===== config.mk =====
export PLATFORM = sky130hd
export DESIGN_NAME = cts_mul
export DESIGN_NICKNAME = d
export VERILOG_FILES = /design/src/rtl/cts_pkg.sv /design/src/rtl/cts_mul.sv
export SDC_FILE = /design/constraint.sdc
export NUM_CORES = 2
export LEC_CHECK = 0
export ABC_AREA = 1
export BUFFER_PORTS_ARGS = -buffer_cell sky130_fd_sc_hd__buf_2
export CAP_MARGIN = 15
export CORE_MARGIN = 4
export CORE_UTILIZATION = 40
export CTS_BUF_LIST = sky130_fd_sc_hd__clkbuf_16
export DETAILED_ROUTE_END_ITERATION = 8
export SLEW_MARGIN = 20
export SYNTH_ARGS = -nofsm -noshare
export SYNTH_HDL_FRONTEND = slang
export SYNTH_SLANG_ARGS = --single-unit

===== constraint.sdc =====
create_clock -name clock -period 11.8 [get_ports clock]
set_clock_uncertainty 0.05 [all_clocks]
set_input_delay 2.36 -clock clock [delete_from_list [all_inputs] [get_ports clock]]
set_output_delay 2.36 -clock clock [all_outputs]
set_load 0.01 [all_outputs]

===== src/rtl/cts_pkg.sv =====
// shared types, constants and saturating fixed-point helpers for the cyclic tridiagonal solver
package cts_pkg;

   localparam int SystemSize = 64;
   localparam int IdxW       = $clog2(SystemSize);
   localparam int CntW       = $clog2(SystemSize + 1);
   localparam int CsrIdxW    = 4;
   localparam int DivBits    = 49;
   localparam int DivCntW    = $clog2(DivBits);

   typedef logic signed [31:0] q_type;
   typedef logic [IdxW-1:0]    idx_type;
   typedef logic [CntW-1:0]    cnt_type;
   typedef logic [CsrIdxW-1:0] csr_idx_type;

   localparam q_type QOne = 32'sd65536;
   localparam q_type QMax = 32'sh7fffffff;
   localparam q_type QMin = 32'sh80000000;

   localparam csr_idx_type RegOffDiagonal = 4'd0;
   localparam csr_idx_type RegDiagonal    = 4'd1;

   localparam q_type ResetOffDiagonal = 32'sd0;
   localparam q_type ResetDiagonal    = 32'sd65536;

   typedef struct packed {
      logic  start;
      q_type op_x;
      q_type op_y;
   } unit_req_type;

   typedef struct packed {
      logic  done;
      q_type value;
   } unit_rsp_type;

   function automatic q_type sat33(logic signed [32:0] s);
      q_type r;
      if (s[32] != s[31]) begin
         r = s[32] ? QMin : QMax;
      end else begin
         r = s[31:0];
      end
      return r;
   endfunction

   function automatic q_type sat_add(q_type x, q_type y);
      logic signed [32:0] s;
      s = {x[31], x} + {y[31], y};
      return sat33(s);
   endfunction

   function automatic q_type sat_sub(q_type x, q_type y);
      logic signed [32:0] s;
      s = {x[31], x} - {y[31], y};
      return sat33(s);
   endfunction

   function automatic q_type sat_neg(q_type x);
      return sat_sub(32'sd0, x);
   endfunction

   function automatic logic [31:0] mag32(q_type x);
      logic [31:0] ux;
      ux = x;
      return x[31] ? (~ux + 32'd1) : ux;
   endfunction

   // signed value from sign and magnitude, clamped to the 32-bit range
   function automatic q_type from_mag(logic neg, logic [63:0] m);
      q_type r;
      if (neg) begin
         if (m >= 64'h8000_0000) begin
            r = QMin;
         end else begin
            r = q_type'(~m[31:0] + 32'd1);
         end
      end else begin
         if (m > 64'h7fff_ffff) begin
            r = QMax;
         end else begin
            r = q_type'(m[31:0]);
         end
      end
      return r;
   endfunction

endpackage


===== src/rtl/cts_mul.sv =====
// q16.16 multiplier: registered 64-bit product, then round half away from zero and saturate
module cts_mul (
   input  logic                  clock,
   input  logic                  reset,
   input  cts_pkg::unit_req_type req,
   output cts_pkg::unit_rsp_type rsp
);

   logic signed [63:0] prod_ff;
   logic               vld_ff;
   logic               neg;
   logic [63:0]        mag;
   logic [63:0]        rnd;

   always_ff @(posedge clock) begin
      if (reset) begin
         vld_ff <= 1'b0;
      end else begin
         vld_ff <= req.start;
      end
      if (req.start) begin
         prod_ff <= 64'(req.op_x) * 64'(req.op_y);
      end
   end

   always_comb begin
      neg = prod_ff[63];
      mag = neg ? (~prod_ff + 64'd1) : prod_ff;
      rnd = (mag + 64'h8000) >> 16;
   end

   assign rsp.done  = vld_ff;
   assign rsp.value = cts_pkg::from_mag(neg, rnd);

endmodule


Word-level counts from Yosys, hierarchy flattened. Cells that the tools add are included. Widths: inputs -> output; s select.

Bits in registers: 65. Input port bits: 67.

Add/sub/neg operators: 3. $mul: 1. Magnitude comparators: 2. Mux-type cells: 4. Bitwise logic cells: 2.

Operators with widths (count): $mux 32 (3); $add 64x1->64 const B (1); $add 64x16->64 const B (1); $mul 32x32->64 (1); $mux 64 (1); $not 64->64 (1); $ge 48x32->1 const B (1); $gt 48x31->1 const B (1); $add 32x1->32 const B (1); $not 32->32 (1).

Logic depth before layout (Yosys ltp).
Depth after elaboration: 8. Mapped depth: 32. Depth with buffers taken out: 31.

Worst setup path before layout. Ideal clock, no wire load.

Path kind: input to register. From: input port req[63] in the netlist's numbering. To: register prod_ff[57] (data pin). Library setup time: 0.265 ns. Arrival: 9.329 ns. Data required time: 11.485 ns. Setup slack: 2.156 ns. Stages on the path: 27. Path through: clkbuf_1 > nand2_1 > fa_1 > fa_1 > inv_1 > fa_1 > fa_1 > fa_1 > fa_1 > fa_1 > inv_1 > fa_1 > inv_1 > ha_1 > nand2_1 > nor2_1 > inv_1 > nor3_1 > and3_1 > nand4_1 > or2_2 > nand3_1 > nand2_1 > o211ai_1 > a21boi_0 > o21ai_0 > xor2_1.

Cells in the longest elaborated chain, start to end: 1.

RTL lines: start, declared (RTL line cts_mul.sv:5) `input cts_pkg::unit_req_type req,`; $mul 32x32->64 (RTL line cts_mul.sv:22) `prod_ff <= 64'(req.op_x) * 64'(req.op_y);`; end signal, assigned (RTL line cts_mul.sv:22); end, declared (RTL line cts_mul.sv:9) `logic signed [63:0] prod_ff;`.

No other way between the ends. A chain may end at the register's enable or synchronous reset.

Worst setup path in the final report.
From: input port req[3] in the netlist's numbering. To: register prod_ff[62] (data pin).

The elaborated chain is that of the path after synthesis.

==> flow_summary_export.csv <==
group,metric,value,unit
clock_network,cts_made_buffers,9,
timing,period_share,0.8801,
floorplan,die_h,342.8,µm
synth,syn_avg_cell_area,7.607,µm²
worst_hold_path,min_path_type,"in -> reg",
clock_network,cts_buffer_depth,2,
placement,io_buffers,99,
worst_setup_path,critPathMaxFanout,32,
placement,dpl.hpwl,108400,µm
layout,nNetsFinal,7166,
timing,final_hold_viol_count,0,
clock_network,ctsHtreeMaxLevel,3,
clock_network,cts-root-buf,"clkbuf_16",
synth,ys_seq_area_frac,0.04330,
synth,synthDistinctLibCells,50,
floorplan,rows,122,
clock_network,cts_setup_buffers,0,
placement,gp_congestion,0.9367,
synth,synth-edff-count,64,
worst_setup_path,worstPathRequired,11.83,ns
grt,grt_util_met2,0.3991,
timing,post-route-min-period,10.39,ns
grt,grt_pass1_wl,213800,µm
drt,vias,35490,
synth,yosysMostFrequentCell,"inv_1",
drt,wl_per_cell,17.74,µm
drt,wl,130000,µm
floorplan,core,111000,µm²
clock_network,cts.sinks,65,
floorplan,die_area,117500,µm²
layout,final_util,0.4230,
worst_setup_path,endpoint_kind,"register",
clock_network,cts_tree,"built",
synth,yosys.area.top_type_share,0.4830,
worst_hold_path,hold_path.startpoint,"reset",
drt,ant_nets,0,
synth,ys_top_cells_by_area,"fa_1 48%, inv_1 14%, nand2_1 14%, ha_1 5.2%, edfxtp_1 4.3%",
floorplan,initial_core_util,0.4041,
clock_network,hold_buffers,0,
layout,drive_gt1_frac,0.05056,
drt,viasPerCell,4.844,
synth,syn_nets,7231,
run_status,status,"completed",
timing,relSlewSlack,0.3735,
grt,overflow,0,
placement,dp.cells,7307,
synth,yosys.area.top_type,"fa_1",
grt,top_usage_layer,"met2",
drt,dr.pass1.iters,5,
clock_network,cts_resized,0,
grt,antenna_found_initial,5,
clock_network,clk_pin_slew,0.07,ns
grt,grt_usage,0.2313,
timing,setup_viol,0,
layout,fillCellCount,11370,
synth,synthTopCellsByCount,"1723 x inv_1, 1659 x nand2_1, 1082 x fa_1",
timing,rsz0062_at_grt,"false",
synth,async_reset_ff_frac,0,
worst_setup_path,critical_path_class,"in -> reg",
worst_hold_path,whs_path_depth,2,
grt,grt_start_max_net_pins,66,
timing,tns,0,ns
timing,worst_pin_slew,0.9398,ns
timing,timing.fmax,0.09629,GHz
worst_setup_path,startpoint_type,"input pin",
grt,grt_use_met3,0.03034,
grt,grt_pass1_vias,38860,
worst_setup_path,crit_start,"req[3]",
layout,design_area,46940,µm²
synth,syn-instance-count,5895,
job,maxCapViolations,0,
timing,drv_slew,0,
worst_setup_path,critPathArrivalTime,10.41,ns
synth,synth_ff_type,"edfxtp_1",
layout,final_cell_count_no_fill,7326,
floorplan,io_pins,100,
grt,use_met1,0.3093,
drt,drt_iter0_drc,2251,
synth,ys_ff_latch,65,
synth,netlist_area,44840,µm²
layout,synthToLayoutAreaGrowth,4.677,%
floorplan,die_x,342.8,µm
placement,dpl_cell_area,46660,µm²
synth,yosys_warnings,0,
drt,drc_errors,0,
-- state kept, by name, indices dropped and copies added (netlist names) --
| signal | flops |
|---|---|
| prod_ff | 64 |
| vld_ff | 1 |
-- placed cells by master (no fill, tap or decap), types with 31 or more instances in the layout --
cell type | netlist | final
nand2_2 | 31 | 31
nor2_1 | 282 | 282
o21ai_0 | 46 | 46
a21oi_1 | 98 | 98
buf_4 | 1 | 42
xor2_1 | 65 | 65
inv_1 | 1723 | 1723
buf_2 | 14 | 99
fa_1 | 1082 | 1082
nor2_2 | 42 | 42
nand4_1 | 37 | 37
xnor2_1 | 35 | 35
nand2_1 | 1659 | 1659
ha_1 | 187 | 187
edfxtp_1 | 64 | 64
nand3_1 | 170 | 170
-- metal layers --
layer / share of wire / routed length (µm)
met3: 0.064 / 8370
met4: 0.027 / 3558
met5: 0.00010 / 13
met2: 0.48 / 62660
met1: 0.43 / 55350
-- worst max-delay path, cell delays in order --
cell	delay, ns
buf_2	0.54
nand2_1	0.21
fa_1	0.59
fa_1	0.58
inv_1	0.07
fa_1	0.52
buf_4	0.24
fa_1	0.48
fa_1	0.56
fa_1	0.45
fa_1	0.62
inv_1	0.08
fa_1	0.54
inv_1	0.05
ha_1	0.40
nand2_1	0.19
nor2_1	0.30
inv_1	0.10
nor4_1	0.45
nand3_1	0.17
nand3_1	0.22
a211o_1	0.20
a21oi_1	0.14
o21ai_0	0.25
xor2_1	0.09
-- layout make-up --
cell class                      instances  area (µm²)  area share
Inverter                             1743        6543      0.1394
Tap cell                             1488        1862     0.03966
Clock buffer                            9       225.2    0.004798
Multi-Input combinational cell       3870       35500      0.7564
Clock inverter                          7       46.29   0.0009863
Timing Repair Buffer                  141       810.8     0.01727
Sequential cell                        65        1942     0.04137
Antenna cell                            3       7.507   0.0001599
-- logic make-up after synthesis --
group	share of synthesized area
AOI/OAI and AO/OA	0.02455
xor gates and xnor gates	0.01953
adders and majority gates	0.5352
buffers and inverters	0.1650
DFF	0.04330
and+or+nand+nor	0.2124
-- worst paths after layout --
kind / to
worst min-delay path: vld_ff$_SDFF_PP0_
worst max-delay path: prod_ff[62]$_DFFE_PP_
-- through the flow --
step	worst slack (ns)	hold slack (ns)
final	1.415	2.107
after global routing	0.9918	2.104
after CTS	1.433	2.090
after detailed placement	1.109	2.469
after global placement	1.182	2.467
after floorplan	2.156	2.381
Power is left out: the tool's default activity adds up to more than one toggle a clock period on the data nets, which glitch-free logic cannot reach.
