## src/rtl/cts_pkg.sv

```systemverilog
// shared types, constants and saturating fixed-point helpers for the cyclic tridiagonal solver
package cts_pkg;

   localparam int SystemSize = 64;
   localparam int IdxW       = $clog2(SystemSize);
   localparam int CntW       = $clog2(SystemSize + 1);
   localparam int CsrIdxW    = 4;
   localparam int DivBits    = 49;
   localparam int DivCntW    = $clog2(DivBits);

   typedef logic signed [31:0] q_type;
   typedef logic [IdxW-1:0]    idx_type;
   typedef logic [CntW-1:0]    cnt_type;
   typedef logic [CsrIdxW-1:0] csr_idx_type;

   localparam q_type QOne = 32'sd65536;
   localparam q_type QMax = 32'sh7fffffff;
   localparam q_type QMin = 32'sh80000000;

   localparam csr_idx_type RegOffDiagonal = 4'd0;
   localparam csr_idx_type RegDiagonal    = 4'd1;

   localparam q_type ResetOffDiagonal = 32'sd0;
   localparam q_type ResetDiagonal    = 32'sd65536;

   typedef struct packed {
      logic  start;
      q_type op_x;
      q_type op_y;
   } unit_req_type;

   typedef struct packed {
      logic  done;
      q_type value;
   } unit_rsp_type;

   function automatic q_type sat33(logic signed [32:0] s);
      q_type r;
      if (s[32] != s[31]) begin
         r = s[32] ? QMin : QMax;
      end else begin
         r = s[31:0];
      end
      return r;
   endfunction

   function automatic q_type sat_add(q_type x, q_type y);
      logic signed [32:0] s;
      s = {x[31], x} + {y[31], y};
      return sat33(s);
   endfunction

   function automatic q_type sat_sub(q_type x, q_type y);
      logic signed [32:0] s;
      s = {x[31], x} - {y[31], y};
      return sat33(s);
   endfunction

   function automatic q_type sat_neg(q_type x);
      return sat_sub(32'sd0, x);
   endfunction

   function automatic logic [31:0] mag32(q_type x);
      logic [31:0] ux;
      ux = x;
      return x[31] ? (~ux + 32'd1) : ux;
   endfunction

   // signed value from sign and magnitude, clamped to the 32-bit range
   function automatic q_type from_mag(logic neg, logic [63:0] m);
      q_type r;
      if (neg) begin
         if (m >= 64'h8000_0000) begin
            r = QMin;
         end else begin
            r = q_type'(~m[31:0] + 32'd1);
         end
      end else begin
         if (m > 64'h7fff_ffff) begin
            r = QMax;
         end else begin
            r = q_type'(m[31:0]);
         end
      end
      return r;
   endfunction

endpackage

```

## src/rtl/cts_div.sv

```systemverilog
// q16.16 divider: restoring division, one quotient bit per cycle, rounded and saturated
module cts_div (
   input  logic                  clock,
   input  logic                  reset,
   input  cts_pkg::unit_req_type req,
   output cts_pkg::unit_rsp_type rsp
);

   logic                                busy_ff;
   logic                                done_ff;
   logic                                zero_ff;
   logic                                neg_ff;
   cts_pkg::q_type                      special_ff;
   logic [cts_pkg::DivCntW-1:0]         cnt_ff;
   logic [cts_pkg::DivBits-1:0]         quo_ff;
   logic [32:0]                         rem_ff;
   logic [31:0]                         dv_ff;
   logic [32:0]                         rem_sh;
   logic                                fits;
   logic [31:0]                         mag_n;
   logic [31:0]                         mag_d;

   always_comb begin
      mag_n  = cts_pkg::mag32(req.op_x);
      mag_d  = cts_pkg::mag32(req.op_y);
      rem_sh = {rem_ff[31:0], quo_ff[cts_pkg::DivBits-1]};
      fits   = rem_sh >= {1'b0, dv_ff};
   end

   always_ff @(posedge clock) begin
      if (reset) begin
         busy_ff <= 1'b0;
         done_ff <= 1'b0;
      end else begin
         done_ff <= 1'b0;
         if (req.start) begin
            if (req.op_y == 32'sd0) begin
               done_ff <= 1'b1;
            end else begin
               busy_ff <= 1'b1;
            end
         end else if (busy_ff && cnt_ff == cts_pkg::DivCntW'(cts_pkg::DivBits - 1)) begin
            busy_ff <= 1'b0;
            done_ff <= 1'b1;
         end
      end
      if (req.start) begin
         zero_ff <= req.op_y == 32'sd0;
         neg_ff  <= req.op_x[31] != req.op_y[31];
         if (req.op_x > 32'sd0) begin
            special_ff <= cts_pkg::QMax;
         end else if (req.op_x < 32'sd0) begin
            special_ff <= cts_pkg::QMin;
         end else begin
            special_ff <= 32'sd0;
         end
         cnt_ff <= '0;
         rem_ff <= '0;
         dv_ff  <= mag_d;
         // rounding offset of half the divisor folded into the dividend
         quo_ff <= {1'b0, mag_n, 16'h0000} + cts_pkg::DivBits'(mag_d >> 1);
      end else if (busy_ff) begin
         cnt_ff <= cnt_ff + 1'b1;
         rem_ff <= fits ? (rem_sh - {1'b0, dv_ff}) : rem_sh;
         quo_ff <= {quo_ff[cts_pkg::DivBits-2:0], fits};
      end
   end

   assign rsp.done  = done_ff;
   assign rsp.value = zero_ff ? special_ff
                              : cts_pkg::from_mag(neg_ff, 64'(quo_ff));

endmodule

```

## config.mk

```make
export PLATFORM = sky130hd
export DESIGN_NAME = cts_div
export DESIGN_NICKNAME = d
export VERILOG_FILES = /design/src/rtl/cts_pkg.sv /design/src/rtl/cts_div.sv
export SDC_FILE = /design/constraint.sdc
export NUM_CORES = 1
export LEC_CHECK = 0
export BUFFER_PORTS_ARGS = -buffer_cell sky130_fd_sc_hd__buf_2
export CAP_MARGIN = 30
export CORE_MARGIN = 2
export CORE_UTILIZATION = 60
export CTS_CLUSTER_DIAMETER = 100
export DETAILED_ROUTE_END_ITERATION = 7
export PLACE_DENSITY = 0.81
export SLEW_MARGIN = 20
export SYNTH_ARGS = -nofsm -noshare
export SYNTH_HDL_FRONTEND = slang
export SYNTH_SLANG_ARGS = --single-unit
```

## constraint.sdc

```tcl
create_clock -name clock -period 6.9 [get_ports clock]
set_input_delay 0.69 -clock clock [delete_from_list [all_inputs] [get_ports clock]]
set_output_delay 0.69 -clock clock [all_outputs]
set_load 0.02 [all_outputs]
```

* Word-level counts from Yosys, hierarchy flattened
Cells that the tools add are included.
** Storage, ports and cells
- Bits in registers :: 155
- Bits of input ports :: 67
- Output and inout port bits :: 33
- Logic and storage cells :: 47
** Cells by class
- $add $sub $neg :: 6
- Order comparisons :: 5
- Eq/ne operators :: 3
- Muxes and demuxes :: 16
- Bitwise operators :: 3
- Reductions and logical operators :: 5
** Operators with widths (number)
- 32-bit two-way mux :: 8
- 49-bit two-way mux :: 2
- 32-bit by 1-bit adder with 32-bit output, second input constant :: 3
- 32-bit inverter :: 3
- 48-bit by 31-bit adder with 49-bit output :: 1
- 49-bit by 32-bit >= comparator with 1-bit output, second input constant :: 1
- 49-bit by 31-bit greater-than comparator with 1-bit output, second input constant :: 1
- 33-bit by 32-bit >= comparator with 1-bit output :: 1
- 32-bit by 1-bit greater-than comparator with 1-bit output, second input constant :: 1
- 32-bit logical NOT :: 1
- 32-bit by 1-bit < comparator with 1-bit output, second input constant :: 1
- 32-bit subtractor :: 1
- 6-bit by 1-bit adder with 6-bit output, second input constant :: 1
- 6-bit == test, second input constant :: 1
- 1-bit two-way mux :: 6
- 2-bit nonzero test :: 2
- 2-bit != test, second input constant :: 1
- 2-bit AND reduction :: 1
- 1-bit logical AND :: 1
- 1-bit != test :: 1

* Depth between registers and ports, before layout
- Word-level depth :: 5
- Depth in mapped cells :: 17
- Mapped depth without buffers :: 17

* Worst setup path before layout
OpenSTA, ideal clock, no wires.
- Kind :: input to register
- From :: input port req[11] (netlist name)
- To :: register quo_ff[45] (netlist name), data pin
- Library setup time :: 0.260 ns
- Data arrival time :: 4.921 ns
- Data required time :: 6.640 ns
- Setup slack :: 1.720 ns
- Stages on the path :: 14
- Path buffers :: 0
- Cells stage by stage :: or4_4 or4_4 or3_1 o41ai_1 xnor2_1 ha_1 or3_1 a211oi_1 o311ai_0 a221oi_1 nor3_1 and3_1 xor2_1 mux2_2
** On the way
- Longest elaborated chain between the ends :: 5
** Ends and longest elaborated chain
- start, declared :: RTL line cts_div.sv:5 : input cts_pkg::unit_req_type req,
- 32-bit inverter :: RTL line cts_pkg.sv:66 : return x[31] ? (~ux + 32'd1) : ux;
- 32-bit by 1-bit adder with 32-bit output :: RTL line cts_pkg.sv:66
- 32-bit two-way mux :: RTL line cts_pkg.sv:66
- named net mag_d[23] :: RTL line cts_div.sv:21 : logic [31:0] mag_d;
- 48-bit by 31-bit adder with 49-bit output :: RTL line cts_div.sv:61 : quo_ff <= {1'b0, mag_n, 16'h0000} + cts_pkg::DivBits'(mag_d >> 1);
- 49-bit two-way mux :: RTL line cts_div.sv:47 : if (req.start) begin
- end signal, assigned :: RTL line cts_div.sv:61
- end signal, assigned :: RTL line cts_div.sv:65 : quo_ff <= {quo_ff[cts_pkg::DivBits-2:0], fits};
- end, declared :: RTL line cts_div.sv:15 : logic [cts_pkg::DivBits-1:0] quo_ff;
The timed path passes the listed nets, and every way through them passes these cells.
A chain may end at the register's enable or synchronous reset.

* Worst setup path in the final report
- From :: input port req[5] (netlist name)
- To :: register quo_ff[45] (netlist name), data pin
The elaborated chain is that of the path after synthesis.

==> results.json <==
{
  "p_switching_w": 0.000858,
  "swShare": 0.331,
  "rrSetupSlack_ns": 3.08,
  "use_met1": 0.431,
  "fp.dieW_microns": 137,
  "internal_power_w": 0.00174,
  "gr-usage-met2": 0.475,
  "worst_slack_ns": 1.11,
  "hold_slack_ns": 0.422,
  "worstMarginPinSlew_ns": 0.890,
  "post_drt_wl_per_cell_microns": 18.5,
  "dpl.hpwl_microns": 20600,
  "hold_viol": 0,
  "synthCells": 1257,
  "hold_class": "in2reg",
  "synth_edf_count": 85,
  "area.sequential_sq_um": 3350,
  "synthSimpleGateAreaFrac": 0.205,
  "worst-r2r-cell-count": 11,
  "grt_pass1_vias": 9125,
  "post-route-min-period_ns": 5.79,
  "postSynthAreaPerCell_sq_um": 8.40,
  "seq_power_share": 0.383,
  "path_buf_inv": 1,
  "synthAdderAreaFrac": 0.0666,
  "area_growth_pct": 11.8,
  "powerDensity_nw_per_um2": 220,
  "p_leak_nw": 4.52,
  "path_cells": "buf_2 > nor4_1 > nand4b_1 > or3_1 > o31ai_1 > xnor2_1 > ha_1 > or3_1 > a211oi_1 > o311ai_0 > a221oi_1 > nor3_1 > and3_1 > xor2_1 > mux2_2",
  "grt_remaining_overflow": 0,
  "path_class": "in2reg",
  "wl_microns": 28800,
  "multiInputGateArea_sq_um": 6680,
  "power.share.clock": 0.328,
  "crit_path_max_fanout": 7,
  "finalNetCount": 1443,
  "finalSetupViolCount": 0,
  "diodes": 0,
  "pre_cts_ws_ns": 0.794,
  "relSlewSlack": 0.405,
  "numCtsBuffers": 17,
  "r2r-start": "dv_ff[1]",
  "status": "completed",
  "firstDrtPassIters": 5,
  "fillerInstances": 1349,
  "critPathCaptureType": "register",
  "via_per_inst": 6.49,
  "die-area_sq_um": 18700,
  "met3_usage": 0.0556,
  "r2r-end": "rem_ff[1]",
  "crit_slowest_cell": "a221oi_1",
  "critical_path.max_stage_delay_ns": 0.72,
  "drc": 0,
  "fin_tns_setup_ns": 0,
  "syn_area_sq_um": 10600,
  "num_vias": 10100,
  "worstSkewPairLatency_ns": 0.43,
  "cts-resized-gates": 0,
  "layout_worst_path_cycle_share": 0.839,
  "drv_slew": 0,
  "post-cts-setup-buffers": 0,
  "arrival_ns": 5.97,
  "cts.htree.levels": 4,
  "drv_cap": 0,
  "cts_root_buf": "clkbuf_16",
  "cts-hold-fix-buffers": 0,
  "rows": 48,
  "cts_buffer_depth": 2,
  "drt.antenna.violating_nets": 0,
  "async_flop_share": 0,
  "cts.sink_count": 125,
  "place.gp.congestion": 0.884,
  "total_power_w": 0.00259,
  "die_h_microns": 137,
  "antenna_found_initial": 0,
  "yosysWarnings": 0,
  "grt_util_all_layers": 0.310,
  "start_util": 0.613,
  "cts_tree": "yes",
  "synth_top_family_by_area": "compound AO/OA/AOI/OAI gates",
  "max_clock_freq_mhz": 173,
  "synth_seq_cells": 125,
  "critPathTopFamily": "simple AND/OR/NAND/NOR gates",
  "fin_skew_ns": 0.00953,
  "crit_path_start_kind": "primary input",
  "vdd_ir_drop_max_v": 0.000190,
  "port_buffers": 99,
  "synth_xor_area_frac": 0.101,
  "share_comb_of_total_power": 0.289,
  "fp.coreArea_sq_um": 17200,
  "required_ns": 7.08,
  "grt_setup_unrepaired": "no",
  "path_clk_slew_ns": 0.06,
  "holdPathEnd": "busy_ff",
  "hold_path_startpoint": "reset",
  "grt.busiest_layer": "met2",
  "synthMuxAreaShare": 0.0333,
  "num_io_pins": 100,
  "yosysUniqueCellTypes": 75,
  "synth_nets": 1379,
  "synthFlopType": "edfxtp_1",
  "drive_gt1_frac": 0.137,
  "holdPathStages": 2,
  "cpMostUsedCell": "or3_1",
  "synth.yosys.seq_area_share": 0.317,
  "grt_first_pass_wirelength_microns": 45800,
  "drt_iter0_drc": 1112,
  "grt_max_degree": 92,
  "synth_compound_area_frac": 0.225
}
-- final cells by class --
| class | instances | share of cell area |
|---|---|---|
| clock buffers | 27 | 0.0454 |
| clock inverters | 5 | 0.00223 |
| inverters | 76 | 0.0242 |
| multi-input cells | 988 | 0.566 |
| flip-flops and latches | 125 | 0.284 |
| well taps | 225 | 0.0238 |
| repair buffers | 113 | 0.0545 |
-- cell families (layout without fill, tap and decap cells) --
logic type	count (synthesis)	after routing
fa+ha+maj	55	55
xor+xnor	119	119
simple gates	426	426
buf+inv	144	221
mux	32	32
flops	125	125
compound gates	356	356
-- worst reg2reg max path: stages, from the launching register on --
cell and delay [ns]:
edfxtp_1 0.39, inv_1 0.07, ha_1 0.29, nor2b_1 0.13
o21a_1 0.17, o21ai_0 0.09, a21o_1 0.22, o41a_1 0.49
o32a_1 0.42, a211oi_4 0.66, nor2_1 0.39, o311ai_1 0.39
-- state kept, by name (all words and copies together), names as in the netlist --
| name | cells |
|---|---|
| cnt_ff | 6 |
| rem_ff | 32 |
| zero_ff | 1 |
| special_ff | 2 |
| done_ff | 1 |
| quo_ff | 49 |
| neg_ff | 1 |
| dv_ff | 32 |
| busy_ff | 1 |
-- cell usage in the layout (no fill, tap or decap), types with 14 or more instances in the layout --
master,instances
nor2_1,105
buf_2,98
xnor2_1,89
nand2_1,88
a21oi_1,85
edfxtp_1,85
inv_1,74
o21ai_0,67
ha_1,53
nor3_1,40
dfxtp_1,40
nand3_1,35
xor2_1,28
nand4_1,28
mux2_2,25
or3_1,24
o31ai_1,22
o21ai_1,21
a21o_1,21
a311oi_1,20
clkbuf_16,19
nand2b_1,18
nor4_1,14
o41ai_1,14
a211oi_1,14
-- worst max path at each step --
| stage | to | cells after the start | start |
|---|---|---|---|
| final | quo_ff[45] | 15 | req[5] |
| after global routing | quo_ff[45] | 16 | req[5] |
| after CTS | quo_ff[45] | 15 | req[5] |
| after detailed placement | quo_ff[45] | 15 | req[5] |
| after global placement | quo_ff[45] | 15 | req[5] |
| after floorplan | quo_ff[45] | 14 | req[11] |
-- Yosys cell counts, types with 15 or more instances --
cell,number,share of area
nand2b_1,18,0.011
nand4_1,28,0.017
nand2_1,88,0.031
or3_1,24,0.014
xnor2_1,89,0.074
a21o_1,21,0.015
a311oi_1,20,0.017
edfxtp_1,85,0.24
a21oi_1,85,0.040
a211oi_1,15,0.011
o21ai_1,21,0.0099
mux2_2,25,0.027
nand3_1,35,0.017
o21ai_0,67,0.032
nor3_1,40,0.019
dfxtp_1,40,0.076
o31ai_1,22,0.016
nor2_1,105,0.037
inv_1,75,0.027
xor2_1,28,0.023
clkbuf_1,61,0.022
ha_1,53,0.063
-- metal layers --
metal	vias up	part of all wire
li1	4805	-
met1	4733	0.44
met2	498	0.45
met3	87	0.081
met4	0	0.034
met5	-	0
-- through the flow --
step | cell area, sq um | instances | utilization
6_report | 11800 | 1559 | 0.685
5_1_grt | 11800 | 1559 | 0.685
4_1_cts | 11700 | 1555 | 0.681
3_5_place_dp | 11200 | 1523 | 0.649
3_3_place_gp | 11200 | 1520 | 0.647
2_1_floorplan | 10600 | 1257 | -
-- power groups by stage --
stage / Combinational (W) / Clock, W / Sequential (W)
after floorplan: 0.000539 / 0 / 0.000971
after global placement: 0.000699 / 0 / 0.00100
after detailed placement: 0.000722 / 0 / 0.00100
after CTS: 0.000733 / 0.000858 / 0.000989
after global routing: 0.000820 / 0.000880 / 0.00100
final: 0.000750 / 0.000852 / 0.000992
(Power assumes the default switching activity.)
